[config.mk]
export PLATFORM = sky130hd
export DESIGN_NAME = pwm_capture_measure
export DESIGN_NICKNAME = d
export VERILOG_FILES = /design/src/hdl/pcm_pkg.sv /design/src/hdl/pcm_divider.sv /design/src/hdl/pwm_capture_measure.sv
export SDC_FILE = /design/constraint.sdc
export NUM_CORES = 2
export LEC_CHECK = 0
export BUFFER_PORTS_ARGS = -buffer_cell sky130_fd_sc_hd__buf_2
export CORE_UTILIZATION = 40
export DETAILED_ROUTE_END_ITERATION = 8
export GPL_ROUTABILITY_DRIVEN = 0
export PLACE_DENSITY = 0.59
export RECOVER_POWER = 100
export SYNTH_ARGS = -nofsm -noshare
export SYNTH_HDL_FRONTEND = slang
export SYNTH_HIERARCHICAL = 1
export SYNTH_SLANG_ARGS = --single-unit
[constraint.sdc]
create_clock -name clk -period 9.2 [get_ports clk]
set_input_delay 0.92 -clock clk [delete_from_list [all_inputs] [get_ports clk]]
set_output_delay 0.92 -clock clk [all_outputs]
set_load 0.1 [all_outputs]
[src/hdl/pcm_pkg.sv]
// Package for the PWM capture measurement block.
// Holds the divider widths, scale constants, iteration counts and shared types.
// No dependencies.
package pcm_pkg;

  localparam int TIMESTAMP_WIDTH_DEF = 32;
  localparam int TIME_WIDTH          = 32;
  localparam int RATE_WIDTH          = 28;
  localparam int FREQ_WIDTH          = 34;
  localparam int DUTY_WIDTH          = 14;
  localparam int PULSE_WIDTH         = 32;

  localparam logic [RATE_WIDTH-1:0] TICK_RATE_RESET = RATE_WIDTH'(10000000);

  localparam int DIV_WIDTH = 54;
  localparam int REM_WIDTH = 32;
  localparam int CNT_WIDTH = 6;
  localparam int MUL_A_WIDTH = 32;
  localparam int MUL_K_WIDTH = 20;
  localparam int MUL_P_WIDTH = MUL_A_WIDTH + MUL_K_WIDTH;

  localparam logic [MUL_K_WIDTH-1:0] FREQ_SCALE = MUL_K_WIDTH'(100);
  localparam logic [MUL_K_WIDTH-1:0] DUTY_FULL  = MUL_K_WIDTH'(10000);
  localparam logic [MUL_K_WIDTH-1:0] US_PER_S   = MUL_K_WIDTH'(1000000);

  localparam int FREQ_ITER  = 35;
  localparam int DUTY_ITER  = 46;
  localparam int PULSE_ITER = 52;
  localparam int FREQ_SHIFT  = DIV_WIDTH - FREQ_ITER;
  localparam int DUTY_SHIFT  = DIV_WIDTH - DUTY_ITER;
  localparam int PULSE_SHIFT = DIV_WIDTH - PULSE_ITER;

  typedef struct packed {
    logic                 start;
    logic [CNT_WIDTH-1:0] count;
  } pcm_div_ctrl_t;

  typedef enum logic [4:0] {
    S_IDLE  = 5'b00001,
    S_START = 5'b00010,
    S_FREQ  = 5'b00100,
    S_DUTY  = 5'b01000,
    S_PULSE = 5'b10000
  } pcm_state_t;

endpackage

[src/hdl/pcm_divider.sv]
// Shared restoring divider, one quotient bit per clock cycle.
// The dividend arrives left-aligned so that the quotient ends in the low bits.
// Depends on pcm_pkg.
module pcm_divider
  import pcm_pkg::*;
(
  input  logic                 clk,
  input  logic                 rst,
  input  pcm_div_ctrl_t        ctrl,
  input  logic [DIV_WIDTH-1:0] dividend,
  input  logic [REM_WIDTH-1:0] divisor,
  output logic                 done,
  output logic [DIV_WIDTH-1:0] quotient,
  output logic [REM_WIDTH-1:0] remainder
);

  logic [DIV_WIDTH-1:0] quo;
  logic [REM_WIDTH-1:0] rem;
  logic [REM_WIDTH-1:0] den;
  logic [CNT_WIDTH-1:0] count;
  logic                 busy;

  logic [REM_WIDTH+1:0] trial;
  logic                 fits;
  logic [REM_WIDTH-1:0] rem_next;
  logic [DIV_WIDTH-1:0] quo_next;

  always_comb begin
    trial    = {1'b0, rem, quo[DIV_WIDTH-1]} - {2'b00, den};
    fits     = !trial[REM_WIDTH+1];
    rem_next = fits ? trial[REM_WIDTH-1:0] : {rem[REM_WIDTH-2:0], quo[DIV_WIDTH-1]};
    quo_next = {quo[DIV_WIDTH-2:0], fits};
  end

  always_ff @(posedge clk) begin
    if (rst) begin
      busy  <= 1'b0;
      done  <= 1'b0;
      count <= '0;
    end else begin
      done <= 1'b0;
      if (ctrl.start) begin
        busy  <= 1'b1;
        count <= ctrl.count;
        quo   <= dividend;
        rem   <= '0;
        den   <= divisor;
      end else if (busy) begin
        quo   <= quo_next;
        rem   <= rem_next;
        count <= count - CNT_WIDTH'(1);
        if (count == CNT_WIDTH'(1)) begin
          busy <= 1'b0;
          done <= 1'b1;
        end
      end
    end
  end

  assign quotient  = quo;
  assign remainder = rem;

endmodule

[src/hdl/pwm_capture_measure.sv]
// Top level of the PWM capture measurement block: edge sequencer, state,
// configuration register, shared constant multiplier and output register.
// Depends on pcm_pkg and pcm_divider.
//
// Usage: the input channel carries one capture timestamp (mode 0) or a restart
// (mode 1) per transfer; edges are expected as rise, fall, rise. Every input
// transfer gives exactly one output transfer. The output channel holds its
// result in a register until the receiver takes it; while the receiver stalls,
// the result and its fields stay unchanged.
// Restarts, first rises and falls produce their result in the cycle after the
// transfer. A closing rise runs three divisions on one shared serial divider
// (35, 46 and 52 iterations, one quotient bit per cycle); the input stalls
// until its result is registered.
// A new input transfer is taken whenever the block is idle and the output
// register is empty or being emptied in the same cycle.
// The user must write the tick rate register through cfg_we and cfg_data
// only while idle; the block does not enforce this. Reset (synchronous) sets
// the tick rate to 10 MHz, empties the output and waits for a rising edge.
module pwm_capture_measure
  import pcm_pkg::*;
#(
  parameter int TIMESTAMP_WIDTH = TIMESTAMP_WIDTH_DEF
) (
  input  logic                   clk,
  input  logic                   rst,
  input  logic                   cfg_we,
  input  logic [RATE_WIDTH-1:0]  cfg_data,
  input  logic                   in_valid,
  output logic                   in_stall,
  input  logic                   mode,
  input  logic [TIME_WIDTH-1:0]  capture_time,
  output logic                   out_valid,
  input  logic                   out_stall,
  output logic                   next_edge_falling,
  output logic                   measure_valid,
  output logic [TIME_WIDTH-1:0]  period_count,
  output logic [TIME_WIDTH-1:0]  high_count,
  output logic [FREQ_WIDTH-1:0]  frequency_centihz,
  output logic [DUTY_WIDTH-1:0]  duty_centipercent,
  output logic [PULSE_WIDTH-1:0] pulse_width_us
);

  localparam logic [TIME_WIDTH-1:0] TS_MASK =
    TIME_WIDTH'((64'd1 << TIMESTAMP_WIDTH) - 64'd1);

  pcm_state_t            state;
  logic [1:0]            phase;
  logic [TIME_WIDTH-1:0] first_rise_time;
  logic [TIME_WIDTH-1:0] high_time;
  logic [RATE_WIDTH-1:0] tick_rate;

  logic                  accept;
  logic                  out_free;
  logic [TIME_WIDTH-1:0] cap_masked;
  logic [TIME_WIDTH-1:0] diff;
  logic [1:0]            phase_next;
  logic                  closing;

  pcm_div_ctrl_t         div_ctrl;
  logic [DIV_WIDTH-1:0]  div_dividend;
  logic [REM_WIDTH-1:0]  div_divisor;
  logic                  div_done;
  logic [DIV_WIDTH-1:0]  div_quotient;
  logic [REM_WIDTH-1:0]  div_remainder;

  logic [MUL_A_WIDTH-1:0] mul_a;
  logic [MUL_K_WIDTH-1:0] mul_k;
  logic [MUL_P_WIDTH-1:0] product;

  logic [FREQ_WIDTH-1:0]  freq_val;
  logic [DUTY_WIDTH-1:0]  duty_val;
  logic                   round_up;
  logic [DIV_WIDTH:0]     pulse_sum;
  logic [PULSE_WIDTH-1:0] pulse_val;

  assign out_free   = !out_valid || !out_stall;
  assign in_stall   = (state != S_IDLE) || !out_free;
  assign accept     = in_valid && !in_stall;
  assign cap_masked = capture_time & TS_MASK;
  assign diff       = (cap_masked - first_rise_time) & TS_MASK;
  assign product    = MUL_P_WIDTH'(mul_a) * MUL_P_WIDTH'(mul_k);

  always_comb begin
    phase_next = 2'd0;
    closing    = 1'b0;
    if (!mode) begin
      case (phase)
        2'd0: begin
          phase_next = 2'd1;
        end
        2'd1: begin
          phase_next = 2'd2;
        end
        2'd2: begin
          phase_next = 2'd1;
          closing    = 1'b1;
        end
        default: begin
          phase_next = 2'd0;
        end
      endcase
    end
  end

  always_comb begin
    div_ctrl.start = 1'b0;
    div_ctrl.count = '0;
    mul_a          = '0;
    mul_k          = '0;
    div_dividend   = '0;
    div_divisor    = '0;
    case (state)
      S_START: begin
        div_ctrl.start = 1'b1;
        div_ctrl.count = CNT_WIDTH'(FREQ_ITER);
        mul_a          = MUL_A_WIDTH'(tick_rate);
        mul_k          = FREQ_SCALE;
        div_dividend   = DIV_WIDTH'(product) << FREQ_SHIFT;
        div_divisor    = period_count;
      end
      S_FREQ: begin
        div_ctrl.start = div_done;
        div_ctrl.count = CNT_WIDTH'(DUTY_ITER);
        mul_a          = high_count;
        mul_k          = DUTY_FULL;
        div_dividend   = DIV_WIDTH'(product) << DUTY_SHIFT;
        div_divisor    = period_count;
      end
      S_DUTY: begin
        div_ctrl.start = div_done;
        div_ctrl.count = CNT_WIDTH'(PULSE_ITER);
        mul_a          = high_count;
        mul_k          = US_PER_S;
        div_dividend   = DIV_WIDTH'(product) << PULSE_SHIFT;
        div_divisor    = REM_WIDTH'(tick_rate);
      end
      default: begin
      end
    endcase
  end

  always_comb begin
    if (period_count == '0) begin
      freq_val = '0;
      duty_val = '0;
    end else begin
      freq_val = div_quotient[FREQ_WIDTH] ? {FREQ_WIDTH{1'b1}}
                                          : div_quotient[FREQ_WIDTH-1:0];
      duty_val = (div_quotient > DIV_WIDTH'(DUTY_FULL)) ? DUTY_WIDTH'(DUTY_FULL)
                                                        : div_quotient[DUTY_WIDTH-1:0];
    end
    round_up  = {div_remainder, 1'b0} >= (REM_WIDTH + 1)'(tick_rate);
    pulse_sum = (DIV_WIDTH + 1)'(div_quotient) + (DIV_WIDTH + 1)'(round_up);
    if (tick_rate == '0 || pulse_sum[DIV_WIDTH:PULSE_WIDTH] != '0) begin
      pulse_val = {PULSE_WIDTH{1'b1}};
    end else begin
      pulse_val = pulse_sum[PULSE_WIDTH-1:0];
    end
  end

  pcm_divider u_divider (
    .clk       (clk),
    .rst       (rst),
    .ctrl      (div_ctrl),
    .dividend  (div_dividend),
    .divisor   (div_divisor),
    .done      (div_done),
    .quotient  (div_quotient),
    .remainder (div_remainder)
  );

  always_ff @(posedge clk) begin
    if (rst) begin
      tick_rate <= TICK_RATE_RESET;
    end else if (cfg_we) begin
      tick_rate <= cfg_data;
    end
  end

  always_ff @(posedge clk) begin
    if (rst) begin
      state           <= S_IDLE;
      phase           <= 2'd0;
      first_rise_time <= '0;
      high_time       <= '0;
      out_valid       <= 1'b0;
    end else begin
      if (state == S_PULSE && div_done) begin
        out_valid <= 1'b1;
      end else if (accept) begin
        out_valid <= !closing;
      end else if (out_valid && !out_stall) begin
        out_valid <= 1'b0;
      end
      if (accept) begin
        phase             <= phase_next;
        next_edge_falling <= (phase_next == 2'd1);
        measure_valid     <= closing;
        period_count      <= closing ? diff : '0;
        high_count        <= closing ? high_time : '0;
        if (!mode && (phase == 2'd0 || phase == 2'd2)) begin
          first_rise_time <= cap_masked;
        end
        if (!mode && phase == 2'd1) begin
          high_time <= diff;
        end
      end
      case (state)
        S_IDLE: begin
          if (accept) begin
            frequency_centihz <= '0;
            duty_centipercent <= '0;
            pulse_width_us    <= '0;
            if (closing) begin
              state <= S_START;
            end
          end
        end
        S_START: begin
          state <= S_FREQ;
        end
        S_FREQ: begin
          if (div_done) begin
            frequency_centihz <= freq_val;
            state             <= S_DUTY;
          end
        end
        S_DUTY: begin
          if (div_done) begin
            duty_centipercent <= duty_val;
            state             <= S_PULSE;
          end
        end
        S_PULSE: begin
          if (div_done) begin
            pulse_width_us <= pulse_val;
            state          <= S_IDLE;
          end
        end
        default: begin
          state <= S_IDLE;
        end
      endcase
    end
  end

endmodule
==> impl_metrics.py <==
metrics = {
    "finish": {
        "syn_to_final_growth_pct": 9.92,
        "final_nets": 4765,
        "layout-drive-gt1-share_pct": 6.66,
    },
    "clock_network": {
        "h-tree-depth": 2,
        "numCtsBuffers": 44,
        "cts_sinks": 372,
        "hold_buffers": 0,
        "cts.clk_slew.worst_paths_ns": 0.06,
        "tritoncts": "done",
        "clk_path_buf_depth": 3,
        "clockRootBuffer": "clkbuf_16",
        "clock_latency_ns": 0.60,
    },
    "floorplanning": {
        "core.rowCount": 109,
        "die_w_um": 301,
        "fp.dieH_um": 301,
        "start_util_pct": 40.4,
        "fp.dieArea_sq_mm": 0.0906,
        "boundaryPins": 214,
        "core-area_sq_mm": 0.0885,
    },
    "power_and_ir_drop": {
        "finalPower_mw": 4.12,
        "p_leak_nw": 18.3,
        "p_per_area_mw_per_mm2": 105,
        "vdd_ir_drop_max_uv": 121,
    },
    "yosys": {
        "synth-seq-cells": 372,
        "synth-simple-area-share_pct": 13.0,
        "synthArstFlopShare_pct": 0,
        "netlist_area_sq_mm": 0.0357,
        "synth_xor_area_share_pct": 3.58,
        "synth_top_family_by_area": "adder cells",
        "yosysWarningCount": 6,
        "synthesis.instances": 3786,
        "ys_types": 99,
        "synth_ff_type": "edfxtp_1",
        "synth-compound-area-share_pct": 11.4,
        "yosysSeqAreaShare_pct": 28.2,
        "synthMuxAreaShare_pct": 2.86,
        "synth_fa_ha_area_share_pct": 32.1,
        "synth-edff-count": 264,
        "synth_area_per_cell_sq_um": 9.44,
    },
    "routing": {
        "vias": 27324,
        "ant_nets": 0,
        "wl_per_cell_um": 20.2,
        "remaining_drc_errors": 62,
        "firstDrtPassIters": 9,
        "wirelength_mm": 104,
        "avgViaCountPerCell": 5.28,
        "drt_iter0_drc": 2065,
    },
    "critical_path": {
        "ff2ff_setup_slack_ns": 0.48,
        "reg2reg_from": "state[3]",
        "r2r_cells": 30,
        "max_stage_delay_ns": 0.68,
        "crit_path_end": "u_divider/quotient[51]",
        "slowest_stage": "a21oi_1",
        "reg2reg_to": "u_divider/quotient[51]",
        "cp-start-kind": "register",
        "cp_common_cell": "fa_1",
        "endpoint_kind": "register",
        "setup.worst_path.class": "reg -> reg",
        "crit_required_ns": 9.53,
        "worstPathArrival_ns": 9.05,
        "cp-startpoint": "state[3]",
        "cp_max_fo": 32,
    },
    "outcome": {
        "status": "finished, violations left",
        "violations": "design-rule violations, max-capacitance violations, max-slew violations",
    },
    "timing": {
        "maxSlewHeadroom_pct": -141,
        "fin_ws_ns": 0.482,
        "worstMarginPinSlew_ns": 3.62,
        "clock_skew_ns": 0.0294,
        "final_max_slew_viol_count": 581,
        "setup_tns_ns": 0,
        "holdWs_ns": 0.454,
        "finalSetupViolCount": 0,
        "fin_crit_ns": 8.72,
        "fmax_mhz": 115,
        "period_share_pct": 94.8,
        "rsz0062_at_grt": "false",
        "hold_violations": 0,
    },
    "place": {
        "dp_worst_setup_slack_ns": 0.437,
        "port_buffers": 213,
        "hpwl_mm": 84.2,
    },
    "run": {
        "max-cap-violations": 17,
    },
    "global_routing": {
        "grt_overflow_total": 0,
        "grt_pass1_vias": 26744,
        "antenna_found_initial": 4,
        "grt_pass1_wl_mm": 159,
        "grt_usage_pct": 22.8,
        "grt_max_degree": 77,
    },
    "hold_path": {
        "hp-class": "reg -> reg",
    },
}
## kinds of logic after synthesis
group | Yosys count
xor gates and xnor gates | 146
other | 1
and+or+nand+nor | 992
DFF | 372
buffers and inverters | 828
adders and majority gates | 726
muxes | 95
AOI/OAI and AO/OA | 626
## worst min path at each step
| stage | startpoint | end | slack [ns] | cells after the start |
|---|---|---|---|---|
| floorplan | high_time[15] | high_time[15] | 0.43 | 2 |
| global placement | high_time[3] | high_time[3] | 0.44 | 2 |
| detailed placement | first_rise_time[12] | first_rise_time[12] | 0.45 | 2 |
| CTS | first_rise_time[14] | first_rise_time[14] | 0.46 | 2 |
| global route | first_rise_time[19] | first_rise_time[19] | 0.47 | 2 |
| finish | first_rise_time[23] | first_rise_time[23] | 0.45 | 2 |
## cells in the final DEF (no fill, tap or decap), drive strengths merged, types with 24 or more instances in the layout
master | synthesis | final
inv | 694 | 697
ha | 408 | 408
nor2 | 353 | 353
fa | 318 | 318
nand2 | 297 | 297
edfxtp | 264 | 264
a21oi | 233 | 233
clkbuf | 105 | 221
o21ai | 119 | 119
dfxtp | 108 | 108
buf | 28 | 93
xor2 | 76 | 76
xnor2 | 70 | 70
and3 | 62 | 62
a21o | 58 | 58
nand3 | 58 | 58
mux2 | 56 | 56
and2 | 51 | 51
mux2i | 39 | 39
nand4 | 37 | 37
nor3 | 33 | 33
nor4 | 30 | 30
o21a | 24 | 24
## power breakdown
group	switching, mW	leakage (nW)	total (mW)	internal (mW)
sequential	0.0394	3.44	1.86	1.82
clock	0.744	0.695	1.78	1.03
combinational	0.373	14.2	0.479	0.105
## through the flow
stage	instances	utilization, %	instance area, sq um
2_1_floorplan	3799	-	35800
6_report	5173	44.4	39300
3_3_place_gp	5092	43.2	38200
3_5_place_dp	5092	43.2	38200
4_1_cts	5172	44.8	39700
5_1_grt	5172	44.4	39300
## critical path: cells and delay by family, from the launching register on
family | cells | cell delay [ns]
XOR/XNOR | 2 | 0.36
adder cells (fa/ha/maj) | 8 | 3.51
flip-flops | 1 | 0.40
AND/OR/NAND/NOR | 5 | 0.48
AO/OA/AOI/OAI | 10 | 2.73
multiplexers | 1 | 0.30
buffers and inverters | 4 | 0.66
## synth_stat cells (all sizes together), types with 8 or more instances
master | n | area (sq um)
a21o | 58 | 435
a211oi | 19 | 143
xnor2 | 70 | 613
o21a | 24 | 180
nor3 | 33 | 188
nand2 | 297 | 1110
edfxtp | 264 | 7930
ha | 408 | 5100
clkbuf | 105 | 395
nand4 | 37 | 253
o22ai | 8 | 50.1
nor4 | 30 | 218
o221ai | 22 | 193
o31ai | 10 | 85.1
nand2b | 16 | 108
mux2 | 56 | 631
nand3 | 58 | 300
a2bb2oi | 11 | 96.3
mux2i | 39 | 390
a21oi | 233 | 1270
nor2b | 14 | 87.6
or2 | 9 | 56.3
and2 | 51 | 319
a31oi | 16 | 100
and3 | 62 | 395
a221o | 8 | 80.1
fa | 318 | 6370
inv | 694 | 2610
o211ai | 20 | 164
a21boi | 9 | 67.6
nor2 | 353 | 1340
o21ai | 119 | 596
buf | 28 | 159
dfxtp | 108 | 2160
xor2 | 76 | 666
o21bai | 11 | 82.6
## repair_timing
action | CTS | global route
resized for setup | 0 | 3
setup buffers | 0 | 0
setup endpoints to repair | 0 | 2
## registers in the layout (all words and copies together) (netlist names), 2 cells and up
register,flops
duty_centipercent,14
first_rise_time,32
frequency_centihz,34
high_count,32
high_time,32
period_count,32
phase,2
pulse_width_us,32
state,5
tick_rate,28
u_divider/count,6
u_divider/den,32
u_divider/quotient,54
u_divider/remainder,32
## per-layer routing
metal  GRT usage (%)  part of all wire, %
met3            2.76                  6.4
met2            35.9                   45
met4            7.95                  3.6
met1            32.4                   45
met5               0                0.039
## final cells by class
class	count	area (sq um)
sequential	372	10100
tap	1165	1460
fill	8640	49200
antenna	1	2.50
clock buffer	53	1180
multi-input combinational	2599	22500
inverter	695	2610
timing repair buffer	261	1180
clock inverter	27	267
(Power assumes the default switching activity.)
